==> src/damped_spring_force_defines.svh <==
// Assertion macros shared by the spring force block.
// Each expects clk and rst in scope at the point of use.
`ifndef DAMPED_SPRING_FORCE_DEFINES_SVH
`define DAMPED_SPRING_FORCE_DEFINES_SVH

// Consequent must hold in the same cycle as the antecedent
`define DSF_ASSERT_IMPLIES(lbl, ante, cons) \
  lbl: assert property (@(posedge clk) disable iff (rst) (ante) |-> (cons)) \
    else $error("spring force check failed");

// Consequent must hold in the cycle after the antecedent
`define DSF_ASSERT_NEXT(lbl, ante, cons) \
  lbl: assert property (@(posedge clk) disable iff (rst) (ante) |=> (cons)) \
    else $error("spring force check failed");

`endif

==> src/dsf_mul.sv <==
module dsf_mul #(
  parameter int WA = 32,
  parameter int WB = 32
) (
  input  logic                    clk,
  input  logic                    en,
  input  logic signed [WA-1:0]    a,
  input  logic signed [WB-1:0]    b,
  output logic signed [WA+WB-1:0] p
);

  localparam int LO = WA / 2;
  localparam int HI = WA - LO;

  logic signed [LO+WB:0]   pl;
  logic signed [HI+WB-1:0] ph;

  // Split a into halves, register partial products, then combine
  always_ff @(posedge clk) begin
    if (en) begin
      pl <= $signed({1'b0, a[LO-1:0]}) * b;
      ph <= $signed(a[WA-1:LO]) * b;
      p  <= $signed({ph, {LO{1'b0}}}) + (WA+WB)'(pl);
    end
  end

endmodule

==> config.mk <==
export PLATFORM = sky130hd
export DESIGN_NAME = dsf_mul
export DESIGN_NICKNAME = d
export VERILOG_FILES = /design/src/damped_spring_force_defines.svh /design/src/dsf_mul.sv
export SDC_FILE = /design/constraint.sdc
export NUM_CORES = 2
export LEC_CHECK = 0
export ABC_CLOCK_PERIOD_IN_PS = 15150
export BUFFER_PORTS_ARGS = -buffer_cell sky130_fd_sc_hd__buf_2
export CORE_ASPECT_RATIO = 1.2
export CORE_MARGIN = 10
export CORE_UTILIZATION = 52
export DETAILED_ROUTE_END_ITERATION = 10
export PLACE_DENSITY = 0.69
export SYNTH_ARGS = -nofsm -noshare
export SYNTH_HDL_FRONTEND = slang
export SYNTH_SLANG_ARGS = --single-unit
==> constraint.sdc <==
create_clock -name clk -period 15.15 [get_ports clk]
set_clock_uncertainty 0.1 [all_clocks]
set_input_delay 2.2725 -clock clk [delete_from_list [all_inputs] [get_ports clk]]
set_output_delay 2.2725 -clock clk [all_outputs]
set_load 0.02 [all_outputs]
==> run summary <==
Max-cap violations - 0
Routed len/inst - 18.7 um
Worst-path fanout max - 32
CTS root buf - clkbuf_16
Cts bufs inserted - 17
Layout cell share with drive strength beyond 1 - 0.0405
Max stage delay cell, worst path - buf_2
Normalized max-slew margin - 0.256
Setup crit start kind - primary input
Crit path time final - 8.90 ns
Post-cts resize count - 0
Antenna violations before repair - 0
Area contributors post-synth - fa_1, edfxtp_1, inv_1
Crit. End Element - flop
Core area - 82000 um^2
Fin. Hold Viols - 0
Sequential area share after synthesis - 0.112
Post-synthesis register bit count - 161
Post-DRT Antenna Nets - 0
GPL Wtd Cong - 0.878
Share of the synthesized area in the top cell type - 0.454
Io pins - 130
Most common cell in the synthesized netlist - inv_1
Worst-path clk slew - 0.07 ns
Post-Layout Cell Count - 5620
CP peak stage delay - 0.64 ns
Top cells by count, synth - inv_1, fa_1, nand2_1
Die Ht - 335 um
Worst Slack Setup Final - 6.25 ns
Setup CP Type - primary input to flop
Antenna diodes - 0
Status - finished clean
CP bufs+invs - 4
Post-detail-place hpwl - 82500 um
Die width - 282 um
Post-Place Setup Slack - 5.83 ns
Least-Margin Pin Slew - 1.12 ns
Placed cells - 5588
CP Data Arrival Time - 9.01 ns
Avg Vias per Cell - 5.42
TritonRoute pass-1 iters - 5
Initial core utilization - 0.524
Via Count - 30500
Overflow after GRT - 0
Mapped Area - 43000 um^2
Worst-case clock buffer depth - 2
GR Util All Layers - 0.237
First-pass GRT wire length - 176000 um
Final Max Slew Viols - 0
EDFF count, synth - 161
Postcts setup bufs - 0
NumNets Final - 5874
CTS tree - built
H-tree levels - 4
Vias in the first global route - 34100
Netlist cell types - 70
CTS sink cnt - 161
Hold WC Path Type - flop to flop
RSZ-0062 raised after global routing - false
Post-Synthesis Cells - 4609
CP cell instances - buf_2, nand2_1, fa_1, fa_1, fa_1, fa_1, inv_1, fa_1, inv_1, fa_1, inv_1, ha_1, nand2_1, nor2_1, nand2_1, o21ai_1, a21oi_1, nand2b_1, a21oi_1, a21boi_1, o41ai_1, xor2_1
Layout area overhead - 4.23%
Most used cell, CP - fa_1
WL final - 105000 um
Syn_area_per_cell - 9.33 um^2
Synth Flop Type - edfxtp_1
Port Buffers - 129
Hold-fix buffers, CTS - 0
Period utilisation layout - 0.588
Clk_lat worst skew - 0.49 ns
Final setup vio count - 0
Utilization after layout - 0.546
Synth warn - 0
Site row count - 115
Max frequency - 0.112 GHz
Largest net degree at the start of global routing - 82
WP data required - 15.26 ns
Post-Synthesis Net Count - 5929
DRT iter0 DRCs - 1711
Drc violations - 0
DIE AREA - 94600 um^2
Setup tns final - 0 ns
Area leader, netlist - fa_1
Delay-heaviest family, CP - adder cells
Ys async rst share - 0
-- worst register-to-register path: cells and delay by family (launching register included) --
family | cells | cell delay, ns
AND/OR/NAND/NOR | 1 | 0.18
AO/OA/AOI/OAI | 8 | 2.22
flip-flops | 1 | 0.35
buffers and inverters | 1 | 0.07
XOR/XNOR | 1 | 0.09
adder cells (fa/ha/maj) | 2 | 0.62
-- worst paths after layout --
| check | start | to | slack [ns] | cells past startpoint |
|---|---|---|---|---|
| worst max-delay path | b[9] | ph[45]$_DFFE_PP_ | 6.25 | 22 |
| worst min-delay path | pl[8]$_DFFE_PP_ | p[8]$_DFFE_PP_ | 0.32 | 0 |
| worst max register to register | ph[0]$_DFFE_PP_ | p[60]$_DFFE_PP_ | 11.29 | 13 |
| worst min register to register | pl[8]$_DFFE_PP_ | p[8]$_DFFE_PP_ | 0.32 | 0 |
-- cell families after synthesis --
logic type,synth area share
AOI/OAI and AO/OA,0.0589
and+or+nand+nor,0.146
buffers and inverters,0.118
adders and majority gates,0.535
DFF,0.112
xor gates and xnor gates,0.0293
-- placed cells by master (no fill, tap or decap), types with 29 or more instances in the layout --
master	instances
a21o_1	64
a21oi_1	117
and2_1	408
buf_2	128
edfxtp_1	161
fa_1	976
ha_1	278
inv_1	1141
nand2_1	659
nand3_1	29
nor2_1	105
o21ai_0	58
xnor2_1	104
xor2_1	40
-- registers in the layout, summed over array words and instances (netlist names) --
| register | count |
|---|---|
| ph | 48 |
| pl | 49 |
| p | 64 |
-- metal layers --
layer | global-route usage | vias up | share of wire
li1 | - | 13500 | -
met1 | 0.259 | 15800 | 0.35
met2 | 0.437 | 876 | 0.54
met3 | 0.0231 | 285 | 0.042
met4 | 0.143 | 0 | 0.069
met5 | 0 | - | 0
-- stage by stage --
| stage | hold WS [ns] | area [um^2] |
|---|---|---|
| 6_report | 0.315 | 44800 |
| 5_1_grt | 0.331 | 44800 |
| 4_1_cts | 0.314 | 44800 |
| 3_5_place_dp | 0.305 | 44200 |
| 3_3_place_gp | 0.301 | 44200 |
| 2_1_floorplan | 0.300 | 43000 |
-- cell type report --
| type | instances | area, um^2 |
|---|---|---|
| repair buffers | 139 | 727 |
| well taps | 1053 | 1320 |
| inverters | 1142 | 4290 |
| fillers | 7372 | 37200 |
| clock buffers | 18 | 429 |
| flip-flops and latches | 161 | 4830 |
| multi-input cells | 3093 | 33100 |
| clock inverters | 14 | 146 |
Power is left out: the tool's default activity adds up to more than one toggle a clock period on the data nets, which glitch-free logic cannot reach.
