`src/damped_spring_force_defines.svh`:
```
// Assertion macros shared by the spring force block.
// Each expects clk and rst in scope at the point of use.
`ifndef DAMPED_SPRING_FORCE_DEFINES_SVH
`define DAMPED_SPRING_FORCE_DEFINES_SVH

// Consequent must hold in the same cycle as the antecedent
`define DSF_ASSERT_IMPLIES(lbl, ante, cons) \
  lbl: assert property (@(posedge clk) disable iff (rst) (ante) |-> (cons)) \
    else $error("spring force check failed");

// Consequent must hold in the cycle after the antecedent
`define DSF_ASSERT_NEXT(lbl, ante, cons) \
  lbl: assert property (@(posedge clk) disable iff (rst) (ante) |=> (cons)) \
    else $error("spring force check failed");

`endif

```
`src/dsf_pkg.sv`:
```
package dsf_pkg;

  localparam int VALUE_WIDTH_DEF = 32;
  localparam int FRAC_BITS_DEF   = 16;
  // fraction bits of the unit vector
  localparam int UNIT_BITS       = 30;
  localparam int AXES            = 3;
  localparam int REG_IDX_W       = 2;

  typedef enum logic [REG_IDX_W-1:0] {
    REG_STIFFNESS   = 2'd0,
    REG_REST_LENGTH = 2'd1,
    REG_DAMPING     = 2'd2
  } dsf_reg_t;

endpackage

```
`src/dsf_div_cell.sv`:
```
module dsf_div_cell
  import dsf_pkg::*;
#(
  parameter int DENW = 33,
  parameter int QW   = 31,
  parameter int PW   = 8
) (
  input  logic                             clk,
  input  logic                             rst,
  input  logic                             en,
  input  logic                             vld_in,
  input  logic [DENW-1:0]                  den_in,
  input  logic [AXES-1:0][DENW:0]          rem_in,
  input  logic [AXES-1:0][QW-1:0]          quo_in,
  input  logic [PW-1:0]                    pass_in,
  output logic                             vld_out,
  output logic [DENW-1:0]                  den_out,
  output logic [AXES-1:0][DENW:0]          rem_out,
  output logic [AXES-1:0][QW-1:0]          quo_out,
  output logic [PW-1:0]                    pass_out
);

  localparam int RW = DENW + 1;

  logic [AXES-1:0]         ge;
  logic [AXES-1:0][RW-1:0] diff;

  // One restoring step per lane, all lanes sharing the divisor
  always_comb begin
    for (int j = 0; j < AXES; j++) begin
      ge[j]   = rem_in[j] >= {1'b0, den_in};
      diff[j] = ge[j] ? rem_in[j] - {1'b0, den_in} : rem_in[j];
    end
  end

  always_ff @(posedge clk) begin
    if (rst) begin
      vld_out <= 1'b0;
    end else if (en) begin
      vld_out <= vld_in;
    end
  end

  // Shift the remainder up and append the quotient bit
  always_ff @(posedge clk) begin
    if (en) begin
      den_out  <= den_in;
      pass_out <= pass_in;
      for (int j = 0; j < AXES; j++) begin
        rem_out[j] <= {diff[j][RW-2:0], 1'b0};
        quo_out[j] <= {quo_in[j][QW-2:0], ge[j]};
      end
    end
  end

endmodule

```
`config.mk`:
```
export PLATFORM = sky130hd
export DESIGN_NAME = dsf_div_cell
export DESIGN_NICKNAME = d
export VERILOG_FILES = /design/src/damped_spring_force_defines.svh /design/src/dsf_pkg.sv /design/src/dsf_div_cell.sv
export SDC_FILE = /design/constraint.sdc
export NUM_CORES = 1
export LEC_CHECK = 0
export ABC_AREA = 0
export BUFFER_PORTS_ARGS = -buffer_cell sky130_fd_sc_hd__buf_2
export CAP_MARGIN = 15
export CORE_ASPECT_RATIO = 1.25
export CORE_MARGIN = 8
export CORE_UTILIZATION = 46
export CTS_CLUSTER_SIZE = 25
export DETAILED_ROUTE_END_ITERATION = 8
export GPL_ROUTABILITY_DRIVEN = 0
export PLACE_DENSITY = 0.74
export SLEW_MARGIN = 0
export SYNTH_ARGS = -nofsm -noshare
export SYNTH_HDL_FRONTEND = slang
export SYNTH_SLANG_ARGS = --single-unit
```
`constraint.sdc`:
```
create_clock -name clk -period 3.7 [get_ports clk]
set_input_delay 0.925 -clock clk [delete_from_list [all_inputs] [get_ports clk]]
set_output_delay 0.925 -clock clk [all_outputs]
set_load 0.01 [all_outputs]
```
==> results of run 1 <==
[stage by stage]
stage	std cells	util (%)	instance area, um^2
finish	2319	62.5	18800
global route	2319	62.5	18800
CTS	2314	62.5	18800
detailed placement	2270	59.4	17800
global placement	2270	59.4	17800
floorplan	1293	-	14000
[path summary, 6_finish.rpt]
| kind | to | slack (ns) | cells after the start |
|---|---|---|---|
| max | rem_out[78] | 0.22 | 16 |
| min | vld_out | 0.50 | 2 |
| max reg2reg | vld_out | 3.12 | 2 |
| min reg2reg | vld_out | 0.50 | 2 |
[state kept, by name, summed over array words and instances, names as in the netlist]
name,count
den_out,33
rem_out,99
quo_out,93
pass_out,8
vld_out,1
[synthesized netlist by cell type, types with 5 or more instances]
cell type,count
o21a_1,16
a21o_1,41
and4_1,7
nand2_1,71
a211oi_1,8
xor2_1,27
o21ai_1,17
buf_4,10
nand2b_1,9
a31oi_1,9
mux2_2,6
a211oi_2,5
o21ai_0,54
o21bai_1,17
ha_1,99
and3_1,13
o211ai_1,10
edfxtp_1,233
nor2_1,127
a311oi_1,5
clkbuf_1,22
o211a_1,5
inv_1,68
mux2_1,13
nor2b_1,9
a2111oi_0,7
nand4_1,20
xnor2_1,47
nand3_1,26
and2_1,9
o31ai_1,6
a21oi_1,150
nor3_1,21
nor4_1,8
buf_2,12
[final cells by class]
class / instances / area [um^2]
inverters: 70 / 263
well taps: 401 / 502
clock inverters: 16 / 283
multi-input cells: 943 / 6470
clock buffers: 28 / 637
fillers: 2512 / 11300
diodes: 5 / 12.5
flip-flops and latches: 234 / 7020
repair buffers: 622 / 3590
[per-layer routing]
| metal | share of wire [%] | global-route usage, % | vias to the layer above | wire length [um] |
|---|---|---|---|---|
| met3 | 11 | 9.61 | 148 | 5800 |
| met1 | 33 | 27.5 | 6192 | 17300 |
| met5 | 0.26 | 0 | - | 137 |
| met4 | 4.8 | 13.5 | 22 | 2510 |
| li1 | - | - | 6107 | - |
| met2 | 50 | 48.5 | 603 | 26000 |
[placed cells by master (no fill, tap or decap), drive strengths merged, types with 8 or more instances in the layout]
master / count
xor2: 27
o21a: 16
a2111oi: 9
a211oi: 13
inv: 71
buf: 622
a21o: 41
edfxtp: 233
nand2b: 9
nor4: 8
o211ai: 13
nor2: 127
mux2: 19
xnor2: 47
nand3: 26
nand2: 72
nor2b: 9
and3: 14
o21bai: 17
ha: 99
and2: 9
a21oi: 151
nor3: 22
o21ai: 72
a31oi: 9
nand4: 20
clkbuf: 28
[power groups by stage]
stage,sequential (mW),clock [mW],combinational [mW]
floorplan,3.61,0,1.11
global placement,3.45,0,2.34
detailed placement,3.45,0,2.38
CTS,3.40,2.87,2.40
global route,3.42,2.95,2.60
finish,3.40,2.82,2.41
[cells by family (layout without fill, tap and decap cells)]
kind of cell,Yosys count,in the layout,synth area share [%]
other,1,8,0.0268
xor gates and xnor gates,74,74,4.64
buffers and inverters,116,736,3.60
AOI/OAI and AO/OA,404,404,19.0
muxes,22,22,1.75
DFF,234,234,50.2
adders and majority gates,102,102,9.29
and+or+nand+nor,338,338,11.5
[critical path, cell delays in order]
cell      delay [ns]
buf_2           0.16
ha_1            0.19
inv_1           0.06
fa_1            0.40
a211oi_2        0.29
o21ai_1         0.12
a32oi_2         0.30
o211ai_2        0.16
buf_4           0.17
a211o_1         0.29
nand2_2         0.10
inv_2           0.07
buf_12          0.15
buf_4           0.16
nor2_1          0.12
a21oi_1         0.07
==> impl_metrics.yaml, run 1 <==
setup_path:
  path_class: "input pin to flip-flop"
  startpoint_type: "input pin"
  cp_max_fo: 17
  reg2reg_from: "vld_out"
  crit_required_ns: 3.98
  crit_start: "den_in[0]"
  arrival_ns: 3.76
  cp-end-kind: "flip-flop"
logic_synthesis:
  ys_seq_area_share_pct: 50.2
  yosys.area.top_type: "edfxtp_1"
  synth_cells: 1291
  synth_cell_types: 82
  synthesis.area_um2: 14000
  yosys.area.top_type_share_pct: 50.1
  netlist_top_cells_area: "edfxtp_1, ha_1, a21oi_1"
  synth_top_flop_cell: "edfxtp_1"
  synthArstFlopShare_pct: 0
  synth-edff-count: 233
  yosys_warnings: 0
  ys_seq_elements: 234
  syn_avg_cell_area_um2: 10.8
sta:
  tightest_slew_ns: 0.605
  finalSetupViolCount: 0
  fin_crit_sh_pct: 94.2
  fin_ws_ns: 0.216
  hold_ws_ns: 0.504
  rsz0062_at_grt: "false"
  finClkSkew_ns: 0
  relSlewSlack_pct: 59.7
  fin_setup_tns_ns: 0
  hold_viol_final: 0
  fmax_mhz: 287
  layout_min_cycle_time_ns: 3.48
  report.final.slew_viol_count: 0
pwr:
  vdd_drop_max_v: 0.000366
  p_switching_mw: 2.55
  p_total_mw: 8.62
  seq_power_share_pct: 39.4
  p_clk_share_pct: 32.7
  power_per_cell_area_nw_per_um2: 459
  leakage_nw: 8.46
  pwr-share-comb_pct: 27.9
  p_int_mw: 6.08
  sw_frac_of_total_pct: 29.5
clocking:
  cts-buffers-inserted: 24
  cts_tree: "yes"
  cts_num_sinks: 234
  ctsHoldBuffers: 0
  cts-root-buf: "clkbuf_16"
  postCtsSetupBuffers: 0
  clock_path_buffers: 3
  path_clk_slew_ns: 0.06
  htree_levels: 1
  clk_latency_ns: 0.53
  postCtsResizedCells: 0
detailed_routing:
  via_count: 13100
  post-route-drc-count: 0
  dr.first_iter.drc_count: 1032
  viasPerCell: 5.64
  drtAntennaViolNets: 0
  drt-pass1-iter-count: 5
  drt_wl_total_mm: 51.7
  wl_per_cell_um: 22.3
min_path:
  hp-class: "flip-flop to flip-flop"
  min_from: "vld_out"
layout:
  nets: 2237
  drive_above_1_share_pct: 36.3
  syn_to_final_growth_pct: 34.3
place:
  port_buffers: 470
  place_ws_ns: -0.292
  hpwlAfterDp_mm: 42.4
global_routing:
  grt_pass1_vias: 13000
  grt_pass1_wl_mm: 74.6
  overflow: 0
  grt_max_degree: 74
  grt.total_usage_pct: 27.2
  antenna_found_initial: 17
run_status:
  outcome: "finished, final reports clean"
floorplan:
  num_rows: 71
  die_area_um2: 36300
  ios: 477
  coreArea_um2: 30000
  fp.dieW_um: 172
  start_util_pct: 46.6
  fp.dieH_um: 211
flow_run:
  maxCapViolCount: 0
Note: power is estimated with default switching activity, not from simulation.
==> run 2: changes to the inputs <==
- SETUP_SLACK_MARGIN: unset -> 0.4
==> impl_metrics.yaml, run 2 (synthesized netlist as in run 1, its figures left out) <==
run_status:
  outcome: "finished, final reports clean"
detailed_routing:
  wl_per_cell_um: 23.0
  via_count: 13200
  post-route-drc-count: 0
  drt_wl_total_mm: 53.1
  drtAntennaViolNets: 0
  dr.first_iter.drc_count: 1366
  drt-pass1-iter-count: 6
  viasPerCell: 5.74
setup_path:
  arrival_ns: 3.62
  path_class: "input pin to flip-flop"
  startpoint_type: "input pin"
  cp-end-kind: "flip-flop"
  cp_max_fo: 6
  crit_required_ns: 3.99
global_routing:
  grt_pass1_vias: 13200
  antenna_found_initial: 22
  grt.total_usage_pct: 27.6
  overflow: 0
  grt_pass1_wl_mm: 75.8
  grt_max_degree: 81
floorplan:
  num_rows: 71
  coreArea_um2: 30000
  ios: 477
  die_area_um2: 36300
  fp.dieW_um: 172
  start_util_pct: 46.6
  fp.dieH_um: 211
layout:
  syn_to_final_growth_pct: 35.2
  final_common_cell: "buf_2"
  finalNonFillerCells: 2306
  largest_reg_flops: 99
  largestRegisters: "rem_out: 99 flops, quo_out: 93 flops, den_out: 33 flops"
  final_cell_mix: "buf_2, edfxtp_1, a21oi_1"
  largest-register: "rem_out"
  nets: 2216
  fin_area_um2: 18900
  post-route-util_pct: 62.9
  drive_above_1_share_pct: 37.8
sta:
  layout_min_cycle_time_ns: 3.32
  tightest_slew_ns: 0.621
  fin_crit_sh_pct: 89.9
  fmax_mhz: 301
  fin_setup_tns_ns: 0
  finClkSkew_ns: 0
  relSlewSlack_pct: 58.3
  rsz0062_at_grt: "true"
  finalSetupViolCount: 0
  hold_ws_ns: 0.501
  hold_viol_final: 0
  report.final.slew_viol_count: 0
  fin_ws_ns: 0.375
clocking:
  htree_levels: 1
  clk_latency_ns: 0.53
  cts_tree: "yes"
  cts-buffers-inserted: 25
  clock_path_buffers: 3
  path_clk_slew_ns: 0.06
  cts_num_sinks: 234
  cts-root-buf: "clkbuf_16"
place:
  dp.cells: 2240
  place_ws_ns: -0.128
  port_buffers: 470
  hpwlAfterDp_mm: 42.5
  dpl_cell_area_um2: 17700
min_path:
  hp-class: "flip-flop to flip-flop"
pwr:
  p_total_mw: 8.55
  leakage_nw: 8.43
  vdd_drop_max_v: 0.000319
  power_per_cell_area_nw_per_um2: 452
flow_run:
  maxCapViolCount: 0
[run 2: cell count changes in the layout (fill, tap and decap cells not counted), sizes merged]
cell | previous run | this run
buf | 622 | 598
bufinv | 7 | 5
clkbuf | 28 | 29
clkinv | 3 | 6
clkinvlp | 5 | 4
diode | 5 | 15
[run 2: cell type report]
type / count / area (um^2)
clock inverters: 16 / 226
multi-input cells: 943 / 6660
inverters: 70 / 282
fillers: 2397 / 11100
well taps: 401 / 502
repair buffers: 600 / 3540
clock buffers: 27 / 633
diodes: 15 / 37.5
flip-flops and latches: 234 / 7020
[run 2: repair_timing]
item,4_1_cts,5_1_grt
setup buffers,0,6
resized for setup,0,58
hold buffers,0,0
endpoints found under the setup margin,0,78
[run 2: power by group]
part / leakage [nW] / switching [mW] / internal [mW]
combinational: 5.73 / 1.41 / 1.07
sequential: 2.29 / 0.102 / 3.30
clock: 0.412 / 1.07 / 1.59
[run 2: path summary, 6_finish.rpt]
check                end  cells after the start  slack (ns)      start
max          rem_out[97]                     11        0.38  den_in[1]
min              vld_out                      2        0.50    vld_out
max reg2reg      vld_out                      2        3.11    vld_out
min reg2reg      vld_out                      2        0.50    vld_out
[run 2: worst max-delay path: stages]
cell,delay [ns]
buf_8,0.08
clkinvlp_4,0.20
fa_2,0.44
a211oi_2,0.26
o21ai_1,0.12
a32oi_2,0.31
o211ai_2,0.16
a32o_2,0.31
o2111a_1,0.27
or3_1,0.31
a31o_1,0.23
[run 2: metal layers]
layer	vias up	global-route usage [%]	wire length, um
met4	16	15.4	3240
li1	6059	-	-
met5	-	0	106
met1	6247	29.1	17600
met2	735	48.8	26500
met3	178	7.46	5750
==> run 3: changes to the inputs <==
- CORE_ASPECT_RATIO: 1.25 -> unset
==> impl_metrics.yaml, run 3 (synthesized netlist as in run 1, its figures left out) <==
setup_path:
  r2r_setup_slack_ns: 3.06
  cp-end-kind: "flip-flop"
  reg2reg_from: "vld_out"
  crit_required_ns: 3.98
  r2r_cells: 2
  rr_endpoint: "vld_out"
  cp_max_fo: 5
  arrival_ns: 3.57
  path_class: "input pin to flip-flop"
  startpoint_type: "input pin"
detailed_routing:
  wl_per_cell_um: 21.6
  top_layer: "met5"
  drt_wl_total_mm: 50.0
  post-route-drc-count: 0
  dr.first_iter.drc_count: 595
  wl_met3_mm: 4.14
  viasPerCell: 5.62
  met1Wirelength_mm: 17.6
  drtAntennaViolNets: 0
  via_count: 13000
  drt-pass1-iter-count: 5
  met2_length_mm: 25.9
clocking:
  clock_path_buffers: 3
  cts_tree: "yes"
  path_clk_slew_ns: 0.06
  cts-root-buf: "clkbuf_16"
  ctsHoldBuffers: 0
  clk_latency_ns: 0.53
  cts_num_sinks: 234
  htree_levels: 1
  cts-buffers-inserted: 26
sta:
  layout_min_cycle_time_ns: 3.29
  finalSetupViolCount: 0
  tightest_slew_ns: 0.741
  fin_crit_sh_pct: 88.9
  relSlewSlack_pct: 50.6
  finClkSkew_ns: 0
  hold_viol_final: 0
  rsz0062_at_grt: "true"
  fmax_mhz: 304
  report.final.slew_viol_count: 0
layout:
  largestRegisters: "rem_out: 99 flops, quo_out: 93 flops, den_out: 33 flops"
  n_fill_cell: 2472
  nets: 2241
  final_cell_mix: "buf_2, edfxtp_1, a21oi_1"
  drive_above_1_share_pct: 37.7
  final_common_cell: "buf_2"
  syn_to_final_growth_pct: 35.2
  largest_reg_flops: 99
  largest-register: "rem_out"
  finalNonFillerCells: 2319
pwr:
  leakage_nw: 8.52
  power_per_cell_area_nw_per_um2: 448
  vdd_drop_max_v: 0.000308
  p_total_mw: 8.47
min_path:
  hold_depth: 2
  min_from: "rst"
  hold_path_end: "vld_out"
  hp-class: "input pin to flip-flop"
place:
  port_buffers: 470
  dp.cells: 2256
  hpwlAfterDp_mm: 40.7
floorplan:
  coreArea_um2: 30300
  die_area_um2: 36200
  ios: 477
  start_util_pct: 46.2
  fp.dieW_um: 190
  num_rows: 64
  fp.dieH_um: 190
global_routing:
  grt_max_degree: 87
  grt_pass1_wl_mm: 73.4
  grt.total_usage_pct: 25.9
  grt_pass1_vias: 12900
  overflow: 0
  antenna_found_initial: 16
flow_run:
  maxCapViolCount: 0
run_status:
  outcome: "finished, final reports clean"
[run 3: changes by cell type in the layout (fill, tap and decap cells not counted), sizes merged]
cell	previous run	this run
clkinvlp	4	2
buf	598	622
clkbuf	29	30
bufinv	5	4
clkinv	6	10
diode	15	7
[run 3: critical path, cell delays in order]
cell      delay (ns)
clkbuf_4        0.15
inv_12          0.06
ha_4            0.13
inv_2           0.03
fa_2            0.35
a211oi_2        0.24
o21ai_1         0.12
a32oi_2         0.32
o211ai_2        0.18
a32o_2          0.30
o2111a_1        0.25
or3_1           0.35
a31o_1          0.18
[run 3: routing by layer]
metal  up-vias  global-route usage, %
met5         -                      0
met4        18                   11.4
met3       124                   6.11
met2       566                   47.9
met1      6215                   27.7
li1       6118                      -
[run 3: how the worst max path moves through the flow]
stage	from	endpoint	slack (ns)	cells after the start
2_1_floorplan	rem_in[68]	rem_out[97]	0.21	12
3_3_place_gp	rem_in[68]	rem_out[97]	-0.17	13
3_5_place_dp	rem_in[68]	rem_out[97]	-0.21	13
4_1_cts	rem_in[68]	rem_out[97]	0.41	13
5_1_grt	rem_in[68]	rem_out[92]	0.35	16
6_report	rem_in[68]	rem_out[97]	0.41	13
[run 3: what timing repair did]
action,4_1_cts,5_1_grt
endpoints found under the setup margin,2,74
pin swaps,6,15
cloned,0,1
buffers inserted,3,7
gates resized for setup,3,20
[run 3: metrics by stage]
stage / TNS [ns] / hold slack, ns / util, % / worst slack (ns) / area, um^2
final: 0 / 0.563 / 62.4 / 0.409 / 18900
after global routing: 0 / 0.544 / 62.4 / 0.351 / 18900
after CTS: 0 / 0.542 / 61.8 / 0.407 / 18700
after detailed placement: -8.01 / 0.573 / 58.8 / -0.213 / 17800
after global placement: -4.16 / 0.471 / 58.8 / -0.166 / 17800
after floorplan: 0 / 0.528 / - / 0.211 / 14000
[run 3: where the power goes]
| group | leakage (nW) | switching (mW) | internal, mW | total (mW) |
|---|---|---|---|---|
| Clock | 0.427 | 1.06 | 1.60 | 2.65 |
| Sequential | 2.29 | 0.0757 | 3.30 | 3.38 |
| Combinational | 5.80 | 1.38 | 1.06 | 2.44 |
[run 3: layout make-up]
type	count	area, um^2	share of cell area, %
sequential	234	7020	37.1
multi-input combinational	943	6590	34.9
timing repair buffer	624	3630	19.2
clock buffer	28	679	3.59
tap	396	495	2.62
inverter	70	278	1.47
clock inverter	17	195	1.03
antenna	7	17.5	0.0927
