==> src/damped_spring_force_defines.svh <==
// Assertion macros shared by the spring force block.
// Each expects clk and rst in scope at the point of use.
`ifndef DAMPED_SPRING_FORCE_DEFINES_SVH
`define DAMPED_SPRING_FORCE_DEFINES_SVH

// Consequent must hold in the same cycle as the antecedent
`define DSF_ASSERT_IMPLIES(lbl, ante, cons) \
  lbl: assert property (@(posedge clk) disable iff (rst) (ante) |-> (cons)) \
    else $error("spring force check failed");

// Consequent must hold in the cycle after the antecedent
`define DSF_ASSERT_NEXT(lbl, ante, cons) \
  lbl: assert property (@(posedge clk) disable iff (rst) (ante) |=> (cons)) \
    else $error("spring force check failed");

`endif

==> src/dsf_sqrt_cell.sv <==
module dsf_sqrt_cell #(
  parameter int RADW  = 66,
  parameter int ROOTW = 33,
  parameter int PW    = 8
) (
  input  logic               clk,
  input  logic               rst,
  input  logic               en,
  input  logic               vld_in,
  input  logic [RADW-1:0]    rad_in,
  input  logic [ROOTW+2:0]   rem_in,
  input  logic [ROOTW-1:0]   root_in,
  input  logic [PW-1:0]      pass_in,
  output logic               vld_out,
  output logic [RADW-1:0]    rad_out,
  output logic [ROOTW+2:0]   rem_out,
  output logic [ROOTW-1:0]   root_out,
  output logic [PW-1:0]      pass_out
);

  localparam int RMW = ROOTW + 3;

  logic [RMW-1:0] rem_sh;
  logic [RMW-1:0] trial;
  logic           take;

  // Bring down two radicand bits and try the next root bit
  always_comb begin
    rem_sh = {rem_in[RMW-3:0], rad_in[RADW-1 -: 2]};
    trial  = {1'b0, root_in, 2'b01};
    take   = rem_sh >= trial;
  end

  always_ff @(posedge clk) begin
    if (rst) begin
      vld_out <= 1'b0;
    end else if (en) begin
      vld_out <= vld_in;
    end
  end

  // Advance the partial root and carry the passenger data
  always_ff @(posedge clk) begin
    if (en) begin
      rad_out  <= rad_in << 2;
      rem_out  <= take ? rem_sh - trial : rem_sh;
      root_out <= {root_in[ROOTW-2:0], take};
      pass_out <= pass_in;
    end
  end

endmodule

==> config.mk <==
export PLATFORM = sky130hd
export DESIGN_NAME = dsf_sqrt_cell
export DESIGN_NICKNAME = d
export VERILOG_FILES = /design/src/damped_spring_force_defines.svh /design/src/dsf_sqrt_cell.sv
export SDC_FILE = /design/constraint.sdc
export NUM_CORES = 1
export LEC_CHECK = 0
export BUFFER_PORTS_ARGS = -buffer_cell sky130_fd_sc_hd__buf_2
export CAP_MARGIN = 15
export CORE_ASPECT_RATIO = 0.6
export CORE_MARGIN = 2
export CORE_UTILIZATION = 25
export CTS_CLUSTER_DIAMETER = 120
export DETAILED_ROUTE_END_ITERATION = 8
export PLACE_DENSITY = 0.47
export SYNTH_ARGS = -nofsm -noshare
export SYNTH_HDL_FRONTEND = slang
export SYNTH_SLANG_ARGS = --single-unit
==> constraint.sdc <==
create_clock -name clk -period 3.9 [get_ports clk]
set_clock_uncertainty 0.1 [all_clocks]
set_input_delay 0.195 -clock clk [delete_from_list [all_inputs] [get_ports clk]]
set_output_delay 0.195 -clock clk [all_outputs]
set_load 0.01 [all_outputs]
==> impl_metrics.json, run 1 <==
{
  "endpoint_kind": "flip-flop",
  "internal_power_w": 0.00324,
  "gr-total-overflow": 0,
  "wire_per_inst_um": 15.1,
  "yosys_warnings": 0,
  "grt_pass1_vias": 5551,
  "cpMostUsedCell": "o211a_4",
  "hold_viol_final": 0,
  "pin_count": 291,
  "min_from": "rem_in[31]",
  "cp.depth": 12,
  "portBuffers": 286,
  "path_cells": "dlygate4sd3_1, buf_2, ha_1, and2b_2, o311ai_2, a32oi_2, a41oi_4, o211a_4, o31a_4, o211a_4, inv_8, mux2_2",
  "cp_slowest_stage_delay_ns": 0.54,
  "min_path_type": "in -> reg",
  "clk_pin_slew_ns": 0.06,
  "post_cts_resized": 0,
  "drt-total-wl_mm": 19.9,
  "drc": 0,
  "ff2ff_path_depth": 3,
  "dieArea_mm2": 0.0291,
  "max_freq_mhz": 280,
  "antenna_found_initial": 1,
  "synthesis.area_mm2": 0.00693,
  "dpl.cell_count": 1142,
  "slew_viol_final": 0,
  "async_reset_ff_share_pct": 0,
  "cts_setup_buffers": 0,
  "drive_gt1_share_pct": 39.6,
  "clkPwrFrac_pct": 35.3,
  "rrSetupSlack_ns": 2.63,
  "ant_nets": 0,
  "via_count": 5410,
  "p_seq_share_pct": 42.7,
  "routed_via_density": 4.11,
  "power_per_cell_area_mw_per_mm2": 414,
  "p_sw_w": 0.00120,
  "power_frac_comb_pct": 22.0,
  "ys_seq_area_share_pct": 61.4,
  "cp-startpoint": "rem_in[0]",
  "grt_busiest_layer": "met2",
  "crit_path_top_delay_cell": "dlygate4sd3_1",
  "area_delta_synth_final_pct": 55.0,
  "layout.nets": 1116,
  "fin_cells": 1315,
  "finalSetupTns_ns": 0,
  "grt_first_pass_wirelength_mm": 30.4,
  "status": "completed",
  "grt_use_met3_pct": 4.14,
  "critPathMaxFanout": 35,
  "rows": 47,
  "total_power_w": 0.00444,
  "path_class": "in -> reg",
  "crit_buf_inv": 3,
  "grt_util_met1_pct": 19.1,
  "timing.final.ws_setup_ns": 0.330,
  "grt.total_usage_pct": 13.8,
  "synth_area_per_cell_um2": 14.1,
  "clock-sinks": 142,
  "leakage_nw": 4.74,
  "place_congestion": 0.732,
  "switching_share_pct": 27.0,
  "fill_cells": 2702,
  "first_pass_iters": 4,
  "post-route-min-period_ns": 3.57,
  "period_share_pct": 91.5,
  "whs_path_depth": 3,
  "maxCapViolations": 0,
  "cp.arrival_ns": 3.65,
  "hold_path_end": "rem_out[33]",
  "grt_max_degree": 90,
  "final_util_pct": 39.2,
  "met2_usage_pct": 20.6,
  "rsz0062_at_grt": "no",
  "r2r-start": "vld_out",
  "cts_buffers": 17,
  "dp_hpwl_mm": 14.4,
  "syn_inst": 493,
  "core_mm2": 0.0274,
  "start_util_pct": 25.3,
  "cp-start-kind": "primary input",
  "drt_iter0_markers": 199,
  "worst_slew_pin_slew_ns": 0.877,
  "die_w_um": 219,
  "synthFlopType": "edfxtp_1",
  "relSlewSlack_pct": 41.5,
  "ys_ff_latch": 142,
  "cp.required_ns": 3.98,
  "crit-reg2reg-capture": "vld_out",
  "place_ws_ns": 0.411,
  "cts_tree": "done",
  "cts_buffer_depth": 2,
  "clockRootBuffer": "clkbuf_16",
  "clk_latency_ns": 0.43,
  "synth.distinct_cells": 65,
  "ir_drop_mv": 0.214,
  "setup_violations": 0,
  "synth_edf_count": 141,
  "cts-htree-levels": 4,
  "die_y_um": 133,
  "cpLargestDelayFamily": "compound AO/OA/AOI/OAI gates"
}
flip-flops by register name, indices dropped and copies added (netlist names):
register and count:
vld_out 1, rem_out 36, pass_out 8, root_out 33, rad_out 64
cell families after synthesis:
family          count (synthesis)  synth area share, %
other cells                     1               0.0541
xor+xnor                       31                 3.92
simple gates                   91                 6.64
mux                            35                 7.02
compound gates                 99                 10.3
fa+ha+maj                      35                 6.32
buf+inv                        59                 4.31
flops                         142                 61.4
timing repair:
item,in CTS,in global routing
hold endpoints to repair,139,0
endpoints found under the setup margin,0,0
hold buffers,140,0
worst register-to-register path: cells and delay by family, from the launching register on:
family | cells | cell delay, ns
flops | 1 | 0.32
buf+inv | 1 | 0.55
simple gates | 1 | 0.06
mux | 1 | 0.14
cell usage after synthesis (all sizes together), types with 9 or more instances:
cell type,number,area [µm²]
a21o,10,76.3
a21oi,30,150
buf,9,104
edfxtp,141,4230
ha,35,438
inv,48,188
mux2,31,447
nand2,27,101
nand3,9,45.0
nor2,16,60.1
o21ai,19,95.1
xnor2,18,158
xor2,13,114
area by class of cell:
type,count,area (µm²),share of cell area (%)
Tap cell,367,459,4.27
Clock buffer,17,425,3.96
Clock inverter,15,135,1.26
Multi-Input combinational cell,293,2380,22.2
Antenna cell,1,2.50,0.0233
Inverter,48,188,1.75
Sequential cell,142,4250,39.6
Timing Repair Buffer,432,2900,27.0
through the flow:
stage / cell area [µm²] / hold WS (ns)
6_report: 10700 / 0.0302
5_1_grt: 10700 / 0.0432
4_1_cts: 10700 / 0.00199
3_5_place_dp: 8780 / 0.262
3_3_place_gp: 8780 / 0.255
2_1_floorplan: 6930 / 0.167
routing by layer:
metal	vias to the layer above	wire, µm	share of wire, %
li1	2726	-	-
met4	0	224	1.1
met2	137	8880	45
met3	13	1070	5.4
met1	2534	9740	49
met5	-	0	0
cells in the final DEF (no fill, tap or decap), types with 2 or more instances in the layout:
master and n:
nor2_1 16, edfxtp_1 141, and3_2 3, a21oi_1 30, clkinv_2 3, and4_1 2
nor3b_1 2, nor4_1 2, o41ai_1 2, and2_1 3, nor3_1 7, nor2b_1 2
xor2_1 13, xnor2_1 18, nand4_1 7, o21ai_0 18, a21o_1 9, o211a_4 2
nand2_1 27, conb_1 2, buf_2 285, buf_4 5, o21a_1 6, o21bai_1 4
clkinv_4 5, ha_1 35, mux2i_1 4, clkbuf_16 17, inv_6 4, or2_2 3
dlygate4sd3_1 140, and3_1 3, mux2_4 26, o211ai_1 5, inv_1 47, mux2_2 5
nand3_1 9
worst max path at each step:
stage | to
finish | rem_out[3]
global route | rem_out[3]
CTS | rem_out[3]
detailed placement | rem_out[3]
global placement | rem_out[3]
floorplan | rem_out[10]
power by group through the flow:
| stage | logic, W | registers [W] | clock network [W] |
|---|---|---|---|
| 2_1_floorplan | 0.000432 | 0.00202 | 0 |
| 3_3_place_gp | 0.000872 | 0.00192 | 0 |
| 5_1_grt | 0.00107 | 0.00191 | 0.00169 |
| 6_report | 0.000979 | 0.00190 | 0.00157 |
| 3_5_place_dp | 0.000877 | 0.00193 | 0 |
| 4_1_cts | 0.000993 | 0.00190 | 0.00164 |
Note: power is estimated with default switching activity, not from simulation.
==> inputs of run 2 (changes only) <==
--- a/config.mk
+++ b/config.mk
@@ -9,10 +9,10 @@
 export CAP_MARGIN = 15
 export CORE_ASPECT_RATIO = 0.6
 export CORE_MARGIN = 2
-export CORE_UTILIZATION = 25
+export CORE_UTILIZATION = 39
 export CTS_CLUSTER_DIAMETER = 120
 export DETAILED_ROUTE_END_ITERATION = 8
-export PLACE_DENSITY = 0.47
+export PLACE_DENSITY = 0.67
 export SYNTH_ARGS = -nofsm -noshare
 export SYNTH_HDL_FRONTEND = slang
 export SYNTH_SLANG_ARGS = --single-unit
==> impl_metrics.json, run 2 (same netlist as run 1, synthesis figures left out) <==
{
  "status": "completed",
  "cts_buffer_depth": 2,
  "die_w_um": 176,
  "maxCapViolations": 0,
  "fill_cells": 1387,
  "place_ws_ns": 0.477,
  "dieArea_mm2": 0.0189,
  "power_frac_comb_pct": 21.0,
  "regMostFlops": "rad_out",
  "p_sw_w": 0.00123,
  "timing.final.ws_setup_ns": 0.355,
  "grt_max_degree": 94,
  "endpoint_kind": "flip-flop",
  "first_pass_iters": 4,
  "antenna_found_initial": 1,
  "ir_drop_mv": 0.252,
  "rows": 37,
  "grt_pass1_vias": 5503,
  "hold_viol_final": 0,
  "dp_hpwl_mm": 12.6,
  "largest_reg_flops": 64,
  "drive_gt1_share_pct": 39.8,
  "place_congestion": 0.829,
  "drc": 0,
  "cp-start-kind": "primary input",
  "clock-sinks": 142,
  "post-route-min-period_ns": 3.54,
  "clockRootBuffer": "clkbuf_16",
  "setup_violations": 0,
  "relSlewSlack_pct": 44.7,
  "cts_buffers": 17,
  "die_y_um": 107,
  "clkPwrFrac_pct": 37.4,
  "ant_nets": 0,
  "total_power_w": 0.00456,
  "cts_setup_buffers": 0,
  "routed_via_density": 4.66,
  "via_count": 5461,
  "cp.arrival_ns": 3.60,
  "portBuffers": 286,
  "whs_path_depth": 2,
  "grt.total_usage_pct": 19.0,
  "drt-total-wl_mm": 18.2,
  "min_path_type": "in -> reg",
  "cp.required_ns": 3.96,
  "path_class": "in -> reg",
  "stdcell_area_mm2": 0.0105,
  "reg_top3": "rad_out x64, rem_out x36, root_out x33",
  "layout.nets": 1106,
  "area_delta_synth_final_pct": 52.1,
  "final_cell_mix": "285 x buf_2, 141 x edfxtp_1, 133 x dlygate4sd3_1",
  "grt_first_pass_wirelength_mm": 28.1,
  "cts-htree-levels": 4,
  "switching_share_pct": 26.9,
  "period_share_pct": 90.9,
  "internal_power_w": 0.00333,
  "max_freq_mhz": 282,
  "start_util_pct": 40.1,
  "critPathMaxFanout": 35,
  "final_common_cell": "buf_2",
  "worst_slew_pin_slew_ns": 0.829,
  "drt_iter0_markers": 263,
  "clk_pin_slew_ns": 0.06,
  "wire_per_inst_um": 15.6,
  "core_mm2": 0.0173,
  "leakage_nw": 4.72,
  "gr-total-overflow": 0,
  "ff2ff_path_depth": 3,
  "slew_viol_final": 0,
  "final_util_pct": 61.1,
  "p_seq_share_pct": 41.6,
  "dpl_cell_area_mm2": 0.00859,
  "power_per_cell_area_mw_per_mm2": 433,
  "cts_tree": "done",
  "finalSetupTns_ns": 0,
  "pin_count": 291,
  "rsz0062_at_grt": "no",
  "clk_latency_ns": 0.41
}
==> run 2: cell count changes in the layout (fill, tap and decap cells not counted), sizes merged <==
cell	change
dlygate4sd3	-7
clkinv	-6
inv	+5
buf	-3
bufinv	+1
==> run 2: final cells by class <==
type / count / area [µm²] / share of cell area [%]
Tap cell: 234 / 293 / 2.78
Antenna cell: 1 / 2.50 / 0.0237
Multi-Input combinational cell: 293 / 2380 / 22.6
Clock buffer: 17 / 425 / 4.04
Timing Repair Buffer: 422 / 2800 / 26.6
Clock inverter: 15 / 195 / 1.85
Sequential cell: 142 / 4250 / 40.4
Inverter: 48 / 188 / 1.78
==> run 2: critical path, stage by stage <==
cell,delay [ns]
dlygate4sd3_1,0.53
buf_2,0.12
inv_1,0.04
ha_1,0.36
o21a_2,0.16
o311ai_2,0.12
a32oi_2,0.35
a41oi_4,0.19
o211a_4,0.33
o31a_4,0.30
o211a_4,0.27
inv_8,0.26
mux2_4,0.34
==> run 2: path summary, 6_finish.rpt <==
path,from,endpoint,slack [ns]
worst max-delay path,root_in[1],rem_out[18],0.36
worst min-delay path,rem_in[9],rem_out[11],0.02
worst max register to register,vld_out,vld_out,2.68
worst min register to register,vld_out,vld_out,0.92
==> run 2: what timing repair did <==
item,in CTS,in global routing
hold endpoints to repair,132,0
gates resized for setup,0,0
hold buffers,133,0
endpoints found under the setup margin,0,0
==> run 2: power by group through the flow <==
stage          clock [W]  sequential [W]  combinational, W
2_1_floorplan          0         0.00202          0.000432
3_3_place_gp           0         0.00192          0.000841
3_5_place_dp           0         0.00193          0.000852
4_1_cts          0.00175         0.00190          0.000962
5_1_grt          0.00182         0.00191           0.00104
6_report         0.00171         0.00190          0.000959
==> run 2: stage by stage <==
step,instances,hold WS (ns)
global route,1171,0.00125
global placement,1006,0.256
floorplan,494,0.167
detailed placement,1006,0.259
finish,1172,0.0152
CTS,1171,0.000520
==> run 2: per-layer routing <==
metal | part of all wire (%) | track usage, % | vias up
met5 | 0 | 0 | -
met4 | 0.72 | 4.43 | 0
met3 | 6.7 | 5.51 | 10
met2 | 48 | 32.3 | 190
met1 | 44 | 24.2 | 2545
li1 | - | - | 2716
==> inputs of run 3 (changes only) <==
==> constraint.sdc (replaced) <==
create_clock -name clk -period 3.9 [get_ports clk]
set_clock_uncertainty 0.1 [all_clocks]
set_input_delay 0.39 -clock clk [delete_from_list [all_inputs] [get_ports clk]]
set_output_delay 0.39 -clock clk [all_outputs]
set_load 0.01 [all_outputs]
==> impl_metrics.json, run 3 (same netlist as run 1, synthesis figures left out) <==
{
  "clock-sinks": 142,
  "reg_top3": "rad_out x64, rem_out x36, root_out x33",
  "layout.nets": 977,
  "ant_nets": 0,
  "cp-startpoint": "root_in[2]",
  "cts_buffer_depth": 2,
  "total_power_w": 0.00435,
  "via_count": 4922,
  "dpl_cell_area_mm2": 0.00862,
  "critPathMaxFanout": 35,
  "cts-htree-levels": 4,
  "die_w_um": 176,
  "drt-total-wl_mm": 16.6,
  "dieArea_mm2": 0.0189,
  "stdcell_area_mm2": 0.00920,
  "clk_latency_ns": 0.40,
  "crit-reg2reg-capture": "vld_out",
  "drive_gt1_share_pct": 46.5,
  "rows": 37,
  "grt_max_degree": 77,
  "period_share_pct": 81.1,
  "grt.total_usage_pct": 17.3,
  "cts_setup_buffers": 0,
  "finalSetupTns_ns": 0,
  "regMostFlops": "rad_out",
  "grt_first_pass_wirelength_mm": 25.1,
  "place_congestion": 0.827,
  "portBuffers": 286,
  "path_class": "in -> reg",
  "rrSetupSlack_ns": 3.22,
  "drt_iter0_markers": 288,
  "rsz0062_at_grt": "no",
  "final_cell_mix": "285 x buf_2, 141 x edfxtp_1, 47 x inv_1",
  "dp_hpwl_mm": 12.5,
  "max_freq_mhz": 316,
  "grt_pass1_vias": 4883,
  "r2r-start": "vld_out",
  "largest_reg_flops": 64,
  "ff2ff_path_depth": 2,
  "cts_tree": "done",
  "ir_drop_mv": 0.213,
  "cp-start-kind": "primary input",
  "die_y_um": 107,
  "pin_count": 291,
  "endpoint_kind": "flip-flop",
  "final_util_pct": 53.3,
  "first_pass_iters": 4,
  "leakage_nw": 4.17,
  "status": "completed",
  "crit_path_end": "rem_out[3]",
  "post-route-min-period_ns": 3.16,
  "post_cts_resized": 0,
  "min_path_type": "in -> reg",
  "core_mm2": 0.0173,
  "antennaDiodeCount": 0,
  "drc": 0,
  "power_per_cell_area_mw_per_mm2": 473,
  "gr-total-overflow": 0,
  "clockRootBuffer": "clkbuf_16",
  "timing.final.ws_setup_ns": 0.736,
  "cts_buffers": 17,
  "cp.required_ns": 3.95,
  "setup_violations": 0,
  "area_delta_synth_final_pct": 32.8,
  "hold_viol_final": 0,
  "cp.arrival_ns": 3.22,
  "antenna_found_initial": 0,
  "cts_hold_buf": 0,
  "slew_viol_final": 0,
  "clk_pin_slew_ns": 0.06,
  "worst_slew_pin_slew_ns": 0.706,
  "routed_via_density": 4.72,
  "maxCapViolations": 0,
  "wire_per_inst_um": 15.9,
  "place_ws_ns": 0.305,
  "relSlewSlack_pct": 52.9,
  "final_common_cell": "buf_2",
  "start_util_pct": 40.1
}
-- run 3: cell types whose count changed in the layout (fill, tap and decap cells not counted), sizes merged --
cell	before	now
dlygate4sd3	133	0
clkinv	3	8
buf	289	293
inv	57	53
bufinv	2	1
diode	1	0
-- run 3: through the flow --
stage / hold WS [ns] / cells
global route: 0.0198 / 1042
floorplan: 0.362 / 494
detailed placement: 0.386 / 1010
finish: 0.0344 / 1042
CTS: 0.0142 / 1042
global placement: 0.373 / 1010
-- run 3: final cells by class --
class / count / area (µm²)
Fill cell: 1542 / 8070
Sequential cell: 142 / 4250
Multi-Input combinational cell: 293 / 2380
Timing Repair Buffer: 293 / 1500
Clock buffer: 17 / 425
Tap cell: 234 / 293
Inverter: 48 / 188
Clock inverter: 15 / 158
-- run 3: worst min-delay path by stage --
stage,start,to,slack (ns),cells past startpoint
6_report,rst,vld_out,0.03,2
5_1_grt,rst,vld_out,0.02,2
4_1_cts,rst,vld_out,0.01,2
3_5_place_dp,vld_out,vld_out,0.39,2
3_3_place_gp,vld_out,vld_out,0.37,2
2_1_floorplan,rst,vld_out,0.36,1
-- run 3: report_power, final --
group          switching, W  leakage [nW]  total (W)  internal (W)
sequential        0.0000313          1.39    0.00189       0.00186
combinational      0.000447          2.49   0.000851      0.000404
clock              0.000706         0.284    0.00161      0.000902
-- run 3: critical path, cell delays in order --
cell and delay (ns):
buf_2 0.08, inv_1 0.04, ha_1 0.34, o21a_2 0.17
o311ai_2 0.11, a32oi_2 0.34, a41oi_4 0.20, o211a_4 0.33
o31a_4 0.29, o211a_4 0.27, inv_8 0.27, mux2_2 0.38
-- run 3: layer usage --
metal | vias up | track usage [%] | wire length, µm
met3 | 2 | 5.90 | 1360
li1 | 2451 | - | -
met4 | 0 | 3.60 | 48
met2 | 177 | 27.1 | 7590
met1 | 2292 | 23.4 | 7570
met5 | - | 0 | 0
